File: src/hdl/token_bucket_table_macros.svh
// Assertion helpers for the token bucket table.
`ifndef TOKEN_BUCKET_TABLE_MACROS_SVH
`define TOKEN_BUCKET_TABLE_MACROS_SVH

`ifndef ASSERT_OFF
`define TBT_ASSERT_SAME(lbl, ante, cons, msg) \
  lbl: assert property (@(posedge clk) disable iff (rst) (ante) |-> (cons)) else $error(msg);
`define TBT_ASSERT_NEXT(lbl, ante, cons, msg) \
  lbl: assert property (@(posedge clk) disable iff (rst) (ante) |=> (cons)) else $error(msg);
`else
`define TBT_ASSERT_SAME(lbl, ante, cons, msg)
`define TBT_ASSERT_NEXT(lbl, ante, cons, msg)
`endif

`endif

File: src/hdl/tbt_pkg.sv
`timescale 1ns / 1ps

package tbt_pkg;

  localparam int NUM_BUCKETS = 16;
  localparam int IDX_W = (NUM_BUCKETS > 1) ? $clog2(NUM_BUCKETS) : 1;
  localparam int CNT_W = $clog2(NUM_BUCKETS + 1);
  // slot is 4 bits wide, so allocate never grants beyond 16
  localparam int ALLOC_N = (NUM_BUCKETS < 16) ? NUM_BUCKETS : 16;

  localparam int SLOT_W = 4;
  localparam int TOK_W = 16;
  localparam int OP_W = 3;
  localparam int ST_W = 2;

  localparam logic [OP_W-1:0] OP_ALLOC   = 3'd0;
  localparam logic [OP_W-1:0] OP_TAKE    = 3'd1;
  localparam logic [OP_W-1:0] OP_RELEASE = 3'd2;
  localparam logic [OP_W-1:0] OP_REL_ALL = 3'd3;
  localparam logic [OP_W-1:0] OP_TICK    = 3'd4;

  localparam logic [ST_W-1:0] ST_OK      = 2'd0;
  localparam logic [ST_W-1:0] ST_FULL    = 2'd1;
  localparam logic [ST_W-1:0] ST_BADSLOT = 2'd2;
  localparam logic [ST_W-1:0] ST_SHORT   = 2'd3;

  typedef enum logic {
    ALU_ADD_SAT,
    ALU_SUB
  } alu_op_t;

endpackage

File: src/hdl/tbt_alu.sv
`timescale 1ns / 1ps

// Shared arithmetic unit: saturating refill add, or checked subtract.
module tbt_alu (
  input  tbt_pkg::alu_op_t               op,
  input  logic [tbt_pkg::TOK_W-1:0]      a,
  input  logic [tbt_pkg::TOK_W-1:0]      b,
  input  logic [tbt_pkg::TOK_W-1:0]      lim,
  output logic [tbt_pkg::TOK_W-1:0]      res,
  output logic                           short_fl
);

  logic [tbt_pkg::TOK_W:0] sum;
  logic [tbt_pkg::TOK_W:0] diff;

  assign sum  = {1'b0, a} + {1'b0, b};
  assign diff = {1'b0, a} - {1'b0, b};

  always_comb begin
    short_fl = 1'b0;
    case (op)
      tbt_pkg::ALU_ADD_SAT: begin
        res = (sum >= {1'b0, lim}) ? lim : sum[tbt_pkg::TOK_W-1:0];
      end
      tbt_pkg::ALU_SUB: begin
        // a borrow means too few tokens: hold the count
        short_fl = diff[tbt_pkg::TOK_W];
        res = diff[tbt_pkg::TOK_W] ? a : diff[tbt_pkg::TOK_W-1:0];
      end
      default: begin
        res = a;
      end
    endcase
  end

endmodule

File: src/hdl/token_bucket_table.sv
`timescale 1ns / 1ps

// Channel   Dir  Width  Contents
// s_*       in   56     opcode[2:0] slot[6:3] refill_rate[22:7] burst_limit[38:23]
//                       amount[54:39]
// m_*       out  24     status[1:0] slot_out[5:2] tokens_left[21:6]
//
// One word at a time; s_tready is low while a word is in work. Release, release
// all and bad opcodes go straight to the done state; take reads the bucket and
// then subtracts (a dead slot skips both), allocate probes slots in order, tick
// walks one bucket per cycle via the shared adder and the single memory read port.
// rst clears the valid marks and the control; bucket memories are not cleared.
// A held result does not block the next accept; only its own write-out waits.
module token_bucket_table (
  input  logic        clk,
  input  logic        rst,
  input  logic        s_tvalid,
  output logic        s_tready,
  input  logic [55:0] s_tdata,   // opcode, slot, refill_rate, burst_limit, amount
  output logic        m_tvalid,
  input  logic        m_tready,
  output logic [23:0] m_tdata    // status, slot_out, tokens_left
);

  localparam int N  = tbt_pkg::NUM_BUCKETS;
  localparam int IW = tbt_pkg::IDX_W;
  localparam int CW = tbt_pkg::CNT_W;
  localparam int TW = tbt_pkg::TOK_W;

  typedef enum logic [2:0] {
    S_IDLE,
    S_ALLOC,
    S_TAKE_RD,
    S_TAKE_EX,
    S_TICK,
    S_DONE
  } state_t;

  state_t state;

  logic [N-1:0]  bucket_valid;
  logic [TW-1:0] tokens_mem [N];
  logic [TW-1:0] rate_mem   [N];
  logic [TW-1:0] limit_mem  [N];

  logic [tbt_pkg::OP_W-1:0]   in_op;
  logic [tbt_pkg::SLOT_W-1:0] in_slot;
  logic [TW-1:0]              in_rate;
  logic [TW-1:0]              in_limit;
  logic [TW-1:0]              in_amount;
  logic                       in_slot_ok;
  logic [IW-1:0]              in_idx;

  logic [tbt_pkg::SLOT_W-1:0] slot_r;
  logic [TW-1:0]              rate_r;
  logic [TW-1:0]              limit_r;
  logic [TW-1:0]              amount_r;
  logic                       slot_ok_r;
  logic [IW-1:0]              slot_idx;

  logic [CW-1:0] cnt;
  logic [IW-1:0] cnt_idx;
  logic          rd_pend;
  logic [IW-1:0] rd_idx;
  logic [IW-1:0] rd_addr;
  logic          tick_issue;
  logic [TW-1:0] rd_tokens;
  logic [TW-1:0] rd_rate;
  logic [TW-1:0] rd_limit;

  logic [tbt_pkg::ST_W-1:0]   res_status;
  logic [tbt_pkg::SLOT_W-1:0] res_slot;
  logic [TW-1:0]              res_left;

  tbt_pkg::alu_op_t alu_op;
  logic [TW-1:0]    alu_b;
  logic [TW-1:0]    alu_res;
  logic             alu_short;

  logic          tok_we;
  logic [IW-1:0] tok_waddr;
  logic [TW-1:0] tok_wdata;
  logic          alloc_hit;
  logic          accept;

  assign in_op      = s_tdata[2:0];
  assign in_slot    = s_tdata[6:3];
  assign in_rate    = s_tdata[22:7];
  assign in_limit   = s_tdata[38:23];
  assign in_amount  = s_tdata[54:39];
  assign in_slot_ok = int'(in_slot) < N;
  assign in_idx     = IW'(in_slot);

  assign s_tready = (state == S_IDLE);
  assign accept   = s_tvalid && s_tready;
  assign slot_idx = IW'(slot_r);
  assign cnt_idx  = cnt[IW-1:0];

  assign tick_issue = (state == S_TICK) && (cnt < CW'(N));
  assign rd_addr    = (state == S_TICK) ? cnt_idx : slot_idx;
  assign alloc_hit  = (state == S_ALLOC) && (cnt < CW'(tbt_pkg::ALLOC_N))
                      && !bucket_valid[cnt_idx];

  assign alu_op = (state == S_TICK) ? tbt_pkg::ALU_ADD_SAT : tbt_pkg::ALU_SUB;
  assign alu_b  = (state == S_TICK) ? rd_rate : amount_r;

  tbt_alu u_alu (
    .op       (alu_op),
    .a        (rd_tokens),
    .b        (alu_b),
    .lim      (rd_limit),
    .res      (alu_res),
    .short_fl (alu_short)
  );

  always_comb begin
    tok_we    = 1'b0;
    tok_waddr = rd_idx;
    tok_wdata = alu_res;
    case (state)
      S_ALLOC: begin
        tok_we    = alloc_hit;
        tok_waddr = cnt_idx;
        tok_wdata = '0;
      end
      S_TAKE_EX: begin
        tok_we    = !alu_short;
        tok_waddr = slot_idx;
      end
      S_TICK: begin
        tok_we    = rd_pend && bucket_valid[rd_idx];
        tok_waddr = rd_idx;
      end
      default: begin
        tok_we = 1'b0;
      end
    endcase
  end

  always_ff @(posedge clk) begin
    if (tok_we) begin
      tokens_mem[tok_waddr] <= tok_wdata;
    end
    if (alloc_hit) begin
      rate_mem[cnt_idx]  <= rate_r;
      limit_mem[cnt_idx] <= limit_r;
    end
    rd_tokens <= tokens_mem[rd_addr];
    rd_rate   <= rate_mem[rd_addr];
    rd_limit  <= limit_mem[rd_addr];
  end

  // Payload registers
  always_ff @(posedge clk) begin
    rd_idx <= cnt_idx;
    if (accept) begin
      slot_r    <= in_slot;
      rate_r    <= in_rate;
      limit_r   <= in_limit;
      amount_r  <= in_amount;
      slot_ok_r <= in_slot_ok;
    end
  end

  always_ff @(posedge clk) begin
    if (rst) begin
      state        <= S_IDLE;
      bucket_valid <= '0;
      cnt          <= '0;
      rd_pend      <= 1'b0;
      m_tvalid     <= 1'b0;
      m_tdata      <= '0;
      res_status   <= tbt_pkg::ST_OK;
      res_slot     <= '0;
      res_left     <= '0;
    end else begin
      rd_pend <= tick_issue;
      // the done state reloads the output itself
      if (m_tvalid && m_tready && state != S_DONE) begin
        m_tvalid <= 1'b0;
      end
      case (state)
        S_IDLE: begin
          if (accept) begin
            res_status <= tbt_pkg::ST_OK;
            res_slot   <= in_slot;
            res_left   <= '0;
            cnt        <= '0;
            state      <= S_DONE;
            case (in_op)
              tbt_pkg::OP_ALLOC: begin
                state <= S_ALLOC;
              end
              tbt_pkg::OP_TAKE: begin
                if (in_slot_ok && bucket_valid[in_idx]) begin
                  state <= S_TAKE_RD;
                end else begin
                  res_status <= tbt_pkg::ST_BADSLOT;
                end
              end
              tbt_pkg::OP_RELEASE: begin
                if (in_slot_ok && bucket_valid[in_idx]) begin
                  bucket_valid[in_idx] <= 1'b0;
                end else begin
                  res_status <= tbt_pkg::ST_BADSLOT;
                end
              end
              tbt_pkg::OP_REL_ALL: begin
                bucket_valid <= '0;
              end
              tbt_pkg::OP_TICK: begin
                state <= S_TICK;
              end
              default: begin
                res_status <= tbt_pkg::ST_BADSLOT;
              end
            endcase
          end
        end
        S_ALLOC: begin
          if (cnt == CW'(tbt_pkg::ALLOC_N)) begin
            res_status <= tbt_pkg::ST_FULL;
            state      <= S_DONE;
          end else if (alloc_hit) begin
            bucket_valid[cnt_idx] <= 1'b1;
            res_slot <= tbt_pkg::SLOT_W'(cnt);
            state    <= S_DONE;
          end else begin
            cnt <= cnt + 1'b1;
          end
        end
        S_TAKE_RD: begin
          state <= S_TAKE_EX;
        end
        S_TAKE_EX: begin
          res_left <= alu_res;
          if (alu_short) begin
            res_status <= tbt_pkg::ST_SHORT;
          end
          state <= S_DONE;
        end
        S_TICK: begin
          // reads run one bucket ahead of the adder
          if (tick_issue) begin
            cnt <= cnt + 1'b1;
          end
          if (rd_pend && bucket_valid[rd_idx] && slot_ok_r && rd_idx == slot_idx) begin
            res_left <= alu_res;
          end
          if (!tick_issue) begin
            state <= S_DONE;
          end
        end
        S_DONE: begin
          if (!m_tvalid || m_tready) begin
            m_tvalid <= 1'b1;
            m_tdata  <= {2'b00, res_left, res_slot, res_status};
            state    <= S_IDLE;
          end
        end
        default: begin
          state <= S_IDLE;
        end
      endcase
    end
  end

`include "token_bucket_table_macros.svh"

  `TBT_ASSERT_SAME(a_full_means_all_used, state == S_ALLOC && cnt == CW'(tbt_pkg::ALLOC_N), &bucket_valid[tbt_pkg::ALLOC_N-1:0], "allocate reported full with a free slot")
  `TBT_ASSERT_SAME(a_refill_within_limit, state == S_TICK && tok_we, alu_res <= rd_limit, "refill exceeds burst limit")
  `TBT_ASSERT_NEXT(a_release_all_clears, accept && in_op == tbt_pkg::OP_REL_ALL, bucket_valid == '0, "release all left a valid bucket")
  `TBT_ASSERT_SAME(a_read_only_in_tick, rd_pend, state == S_TICK, "refill read outside tick walk")

endmodule
File: config.mk
export PLATFORM = sky130hd
export DESIGN_NAME = token_bucket_table
export DESIGN_NICKNAME = d
export VERILOG_FILES = /design/src/hdl/tbt_pkg.sv /design/src/hdl/tbt_alu.sv /design/src/hdl/token_bucket_table.sv
export VERILOG_INCLUDE_DIRS = /design/src /design/src/hdl
export SDC_FILE = /design/constraint.sdc
export NUM_CORES = 1
export LEC_CHECK = 0
export BUFFER_PORTS_ARGS = -buffer_cell sky130_fd_sc_hd__buf_2
export CORE_AREA = 3 3 268 270
export DETAILED_ROUTE_END_ITERATION = 10
export DIE_AREA = 0 0 271 273
export PLACE_DENSITY_LB_ADDON = 0.05
export SLEW_MARGIN = 15
export SYNTH_ARGS = -nofsm -noshare
export SYNTH_HDL_FRONTEND = slang
export SYNTH_SLANG_ARGS = --single-unit
File: constraint.sdc
create_clock -name clk -period 6.8 [get_ports clk]
set_input_delay 1.36 -clock clk [delete_from_list [all_inputs] [get_ports clk]]
set_output_delay 1.36 -clock clk [all_outputs]
set_load 0.01 [all_outputs]
==> results_tabular.tex <==
\begin{tabular}{lr}
\hline
Metric & Value \\
\hline
\multicolumn{2}{l}{\textbf{Clocking}} \\
\quad CTS Buffer Depth & 3 \\
\quad Post-CTS Repair Setup Buffers & 0 \\
\quad Number of levels the H-tree was split into & 3 \\
\quad TritonCTS Sinks & 942 \\
\quad Clock transition time at the flip-flop clock pins of the worst setup and hold paths & 60 ps \\
\quad CTS hold repair buffers & 0 \\
\quad Clock insertion delay at the later pin of the skew report & 650 ps \\
\quad Clk root buf & sky130\_fd\_sc\_hd\_\_clkbuf\_16 \\
\quad TritonCTS Buffers & 95 \\
\quad CTS resizes & 0 \\
\quad Clock tree from TritonCTS & yes \\
\multicolumn{2}{l}{\textbf{Critical path}} \\
\quad Max stage delay on crit path & 690 ps \\
\quad Endpoint kind of the worst setup timing path & flip-flop \\
\quad Worst reg2reg path endpoint & tokens\_mem[2][13] \\
\quad Worst-path cell with the longest stage delay & sky130\_fd\_sc\_hd\_\_nor2\_1 \\
\quad Endpoint arrival time on the critical path & 6470 ps \\
\quad Worst path depth & 21 \\
\quad Maximum net fanout on the critical path & 16 \\
\quad Source of the worst register-to-register timing path & state[2] \\
\quad Worst path cell trace & nand2\_1, nand2\_1, nand2\_1, ha\_1, fa\_1, a211oi\_1, o211ai\_1, a311oi\_2, nor2\_1, mux2i\_1, nand2\_1, ha\_1, a21oi\_1, nor2b\_1, nor4\_1, o2111ai\_1, nor3\_4, buf\_4, mux2i\_1, o22a\_1, nor2\_1 \\
\quad Most Frequent Cell on Critical Path & sky130\_fd\_sc\_hd\_\_nand2\_1 \\
\quad Cell family contributing the most delay on the critical path & simple AND/OR/NAND/NOR gates \\
\quad Critical Path RT & 7120 ps \\
\quad Count of buffer and inverter cells on the critical path & 1 \\
\quad Critical path launch point type & flip-flop \\
\quad Register-to-register setup slack & 640 ps \\
\quad R2R depth & 21 \\
\quad Class of the most critical setup path & flip-flop to flip-flop \\
\multicolumn{2}{l}{\textbf{Routing}} \\
\quad Post-detailed-route count of antenna-violating nets & 0 \\
\quad Number of design rule violations left after detail routing & 0 \\
\quad Vias/cell & 6.11 \\
\quad Count of routing violations after the opening detailed-route iteration & 1776 \\
\quad Total iterations of the first detailed-routing run & 6 \\
\quad Total wirelength of the detailed-routed design & 91.6 mm \\
\quad Vias post-DR & 20700 \\
\quad Routed len/inst & 27.0 µm \\
\multicolumn{2}{l}{\textbf{Logic synthesis}} \\
\quad Post-synthesis cell count & 2262 \\
\quad Fraction of synthesized area in multiplexers & 0.131 \\
\quad Count of flip-flops with a built-in enable after synthesis & 820 \\
\quad Combinational family with the most area after synthesis & multiplexers \\
\quad Share of synthesized cell area in and, or, nand and nor gates & 0.0596 \\
\quad Most instantiated flip-flop cell in the synthesis netlist & sky130\_fd\_sc\_hd\_\_edfxtp\_1 \\
\quad Compound-Gate Fraction of Synth Area & 0.0545 \\
\quad Proportion of register bits with asynchronous set or reset after synthesis & 0 \\
\quad Syn avg cell area & 16.9 µm² \\
\quad Synth Area in Adders & 0.0181 \\
\quad Xor and xnor fraction of the mapped netlist area & 0.00711 \\
\quad Register area share after synthesis & 0.709 \\
\quad YS warnings & 0 \\
\quad Seq cells post-synth & 942 \\
\quad Post-Synthesis Cell Area & 38200 µm² \\
\quad Unique masters post-synth & 71 \\
\multicolumn{2}{l}{\textbf{Cells and area}} \\
\quad Number of nets at the end of the flow & 2484 \\
\quad Count of antenna diodes in the layout & 0 \\
\quad Area grow syn2layout & 12.8\% \\
\quad Share of cells above drive strength 1 & 0.220 \\
\quad Fillers & 5068 \\
\multicolumn{2}{l}{\textbf{Die}} \\
\quad Die span in x & 271 µm \\
\quad Die Footprint & 74000 µm² \\
\quad Effective utilization at floorplan & 0.547 \\
\quad Rows & 97 \\
\quad Chip height & 273 µm \\
\quad Boundary Pins & 86 \\
\quad Placeable core region & 69800 µm² \\
\multicolumn{2}{l}{\textbf{Placed design}} \\
\quad Routability congestion estimate from global placement & 0.861 \\
\quad \# port buffers & 82 \\
\quad Detailed-placement wirelength estimate & 52.5 mm \\
\multicolumn{2}{l}{\textbf{Timing}} \\
\quad Worst-case headroom to the max-slew limit & 0.252 \\
\quad Number of pins with negative max-slew slack in the final report & 0 \\
\quad Post-route minimum period & 6160 ps \\
\quad Worst setup skew after layout & 32.5 ps \\
\quad Transition at the pin with the smallest max-transition slack & 1100 ps \\
\quad Final worst path period share & 0.905 \\
\quad Final setup violation count & 0 \\
\quad Setup repair after global routing missed its margin & false \\
\quad Highest Clock Rate & 162 MHz \\
\quad Setup total negative slack & 0 ps \\
\quad Final hold violations & 0 \\
\multicolumn{2}{l}{\textbf{Worst hold path}} \\
\quad Endpoint of the worst hold-timing path & m\_tdata[12] \\
\quad Startpoint of the worst hold path & m\_tdata[12] \\
\quad Number of stages on the worst hold path & 2 \\
\quad Worst min-delay path class & flip-flop to flip-flop \\
\multicolumn{2}{l}{\textbf{Pwr}} \\
\quad Overall power & 15500 µW \\
\quad P per Cell Area & 360 nW/µm² \\
\quad Leakage power figure & 0.0144 µW \\
\quad Worst vdd ir & 0.000301 V \\
\multicolumn{2}{l}{\textbf{GRT}} \\
\quad All-Layer GR Usage & 0.250 \\
\quad Pin count of the biggest net entering global routing & 97 \\
\quad Final global-route overflow total & 0 \\
\quad Antenna violations before repair & 1 \\
\quad Vias in the first global route & 20900 \\
\quad Global-route wire length before repair & 135 mm \\
\multicolumn{2}{l}{\textbf{Flow run}} \\
\quad Max\_cap viols & 0 \\
\multicolumn{2}{l}{\textbf{Status}} \\
\quad Result of the run & complete, no violations \\
\hline
\end{tabular}
-- sequential cells by signal, indices dropped and copies added, names as in the netlist, 16 cells and up --
signal,count
limit_r,16
bucket_valid,16
rd_rate,16
rd_tokens,16
m_tdata,22
rd_limit,16
limit_mem,256
amount_r,16
res_left,16
tokens_mem,256
rate_r,16
rate_mem,256
-- how the worst max path moves through the flow --
stage	startpoint	end	slack, ps
final	state[2]	tokens_mem[2][13]	640
after global routing	state[2]	tokens_mem[11][13]	230
after CTS	state[2]	tokens_mem[11][13]	720
after detailed placement	state[2]	tokens_mem[1][13]	740
after global placement	state[0]	tokens_mem[11][15]	840
after floorplan	state[1]	tokens_mem[0][1]	980
-- per-stage QoR --
step / hold WS, ps / setup slack [ps] / util / area [µm²] / instances
after floorplan: 370 / 976 / - / 38200 / 2263
after global placement: 448 / 840 / 0.571 / 39800 / 3213
final: 451 / 645 / 0.617 / 43000 / 3391
after detailed placement: 447 / 735 / 0.571 / 39800 / 3213
after CTS: 447 / 721 / 0.617 / 43000 / 3391
after global routing: 466 / 228 / 0.617 / 43000 / 3391
-- kinds of logic (layout without fill, tap and decap cells) --
logic type      count (synthesis)  in the layout
buf+inv                       184            372
other cells                     1              2
simple gates                  498            498
fa+ha+maj                      54             54
compound gates                310            310
mux                           242            242
xor+xnor                       31             31
flops                         942            942
-- metal layers --
metal / part of all wire / GRT usage
met1: 0.41 / 0.339
met5: 0.00014 / 0
met2: 0.50 / 0.422
met3: 0.053 / 0.0356
met4: 0.033 / 0.0843
-- power breakdown --
part / internal, µW / switching (µW)
logic: 1180 / 1920
registers: 6930 / 218
clock network: 3080 / 2160
-- worst register-to-register path: cells and delay by family, from the launching register on --
kind                       cells  cell delay [ps]
and+or+nand+nor                9             2030
AOI/OAI and AO/OA              6             1660
adders and majority gates      3             1020
muxes                          2              280
DFF                            1              610
buffers and inverters          1              240
-- layout by cell type (no fill, tap or decap), drive strengths merged, types with 7 or more instances in the layout --
cell type / instances
dfxtp: 122
edfxtp: 820
or2: 7
a32o: 9
inv: 54
xnor2: 21
nand3: 15
nand2b: 11
a211oi: 58
nand4: 10
o211ai: 16
nor2b: 13
o21ai: 28
and3: 18
nand2: 259
mux2i: 29
a21oi: 71
buf: 142
mux2: 7
ha: 52
bufinv: 11
mux4: 206
clkbuf: 119
a311oi: 7
nor3: 30
xor2: 10
nor2: 70
and2: 52
clkinv: 43
a31oi: 73
-- Yosys cell counts (3+ instances only) --
cell type                  instances  area share
sky130_fd_sc_hd__or2_2             6     0.00098
sky130_fd_sc_hd__a21oi_1          71      0.0093
sky130_fd_sc_hd__mux2_2            7      0.0021
sky130_fd_sc_hd__buf_2            29      0.0038
sky130_fd_sc_hd__mux2i_1          29      0.0076
sky130_fd_sc_hd__a311oi_1          6      0.0014
sky130_fd_sc_hd__a21boi_0          3     0.00059
sky130_fd_sc_hd__nor3_1           28      0.0037
sky130_fd_sc_hd__xor2_1           10      0.0023
sky130_fd_sc_hd__a221oi_1          3     0.00069
sky130_fd_sc_hd__buf_4             3     0.00059
sky130_fd_sc_hd__xnor2_1          21      0.0048
sky130_fd_sc_hd__a211oi_1         58       0.011
sky130_fd_sc_hd__inv_1            52      0.0051
sky130_fd_sc_hd__o211ai_1         16      0.0031
sky130_fd_sc_hd__and2_0            6     0.00098
sky130_fd_sc_hd__a32o_1            9      0.0024
sky130_fd_sc_hd__nand4_1          10      0.0016
sky130_fd_sc_hd__and2_1           45      0.0074
sky130_fd_sc_hd__mux4_2          205        0.12
sky130_fd_sc_hd__buf_1             8     0.00079
sky130_fd_sc_hd__edfxtp_1        820        0.65
sky130_fd_sc_hd__buf_6             4      0.0012
sky130_fd_sc_hd__nor2b_1          13      0.0021
sky130_fd_sc_hd__a21o_1            4     0.00079
sky130_fd_sc_hd__nand2b_1         11      0.0018
sky130_fd_sc_hd__o21bai_1          5     0.00098
sky130_fd_sc_hd__and3_1           18      0.0030
sky130_fd_sc_hd__o21ai_0          26      0.0034
sky130_fd_sc_hd__a31oi_1          73       0.012
sky130_fd_sc_hd__nand3_1          15      0.0020
sky130_fd_sc_hd__nand2_1         259       0.025
sky130_fd_sc_hd__o21a_1            5     0.00098
sky130_fd_sc_hd__clkbuf_1         88      0.0087
sky130_fd_sc_hd__nor4_1            5     0.00082
sky130_fd_sc_hd__dfxtp_1         122       0.064
sky130_fd_sc_hd__ha_1             52       0.017
sky130_fd_sc_hd__nor2_1           70      0.0069
sky130_fd_sc_hd__nor3b_1           3     0.00059
-- layout make-up --
class                           count  area (µm²)  area share
Clock buffer                      119        2530      0.0588
Timing Repair Buffer              142         923      0.0215
Tap cell                          940        1180      0.0273
Multi-Input combinational cell   1137       10500       0.243
Inverter                           52         195     0.00454
Clock inverter                     59         667      0.0155
Sequential cell                   942       27100       0.629
Power figures use the tool's default switching activity.
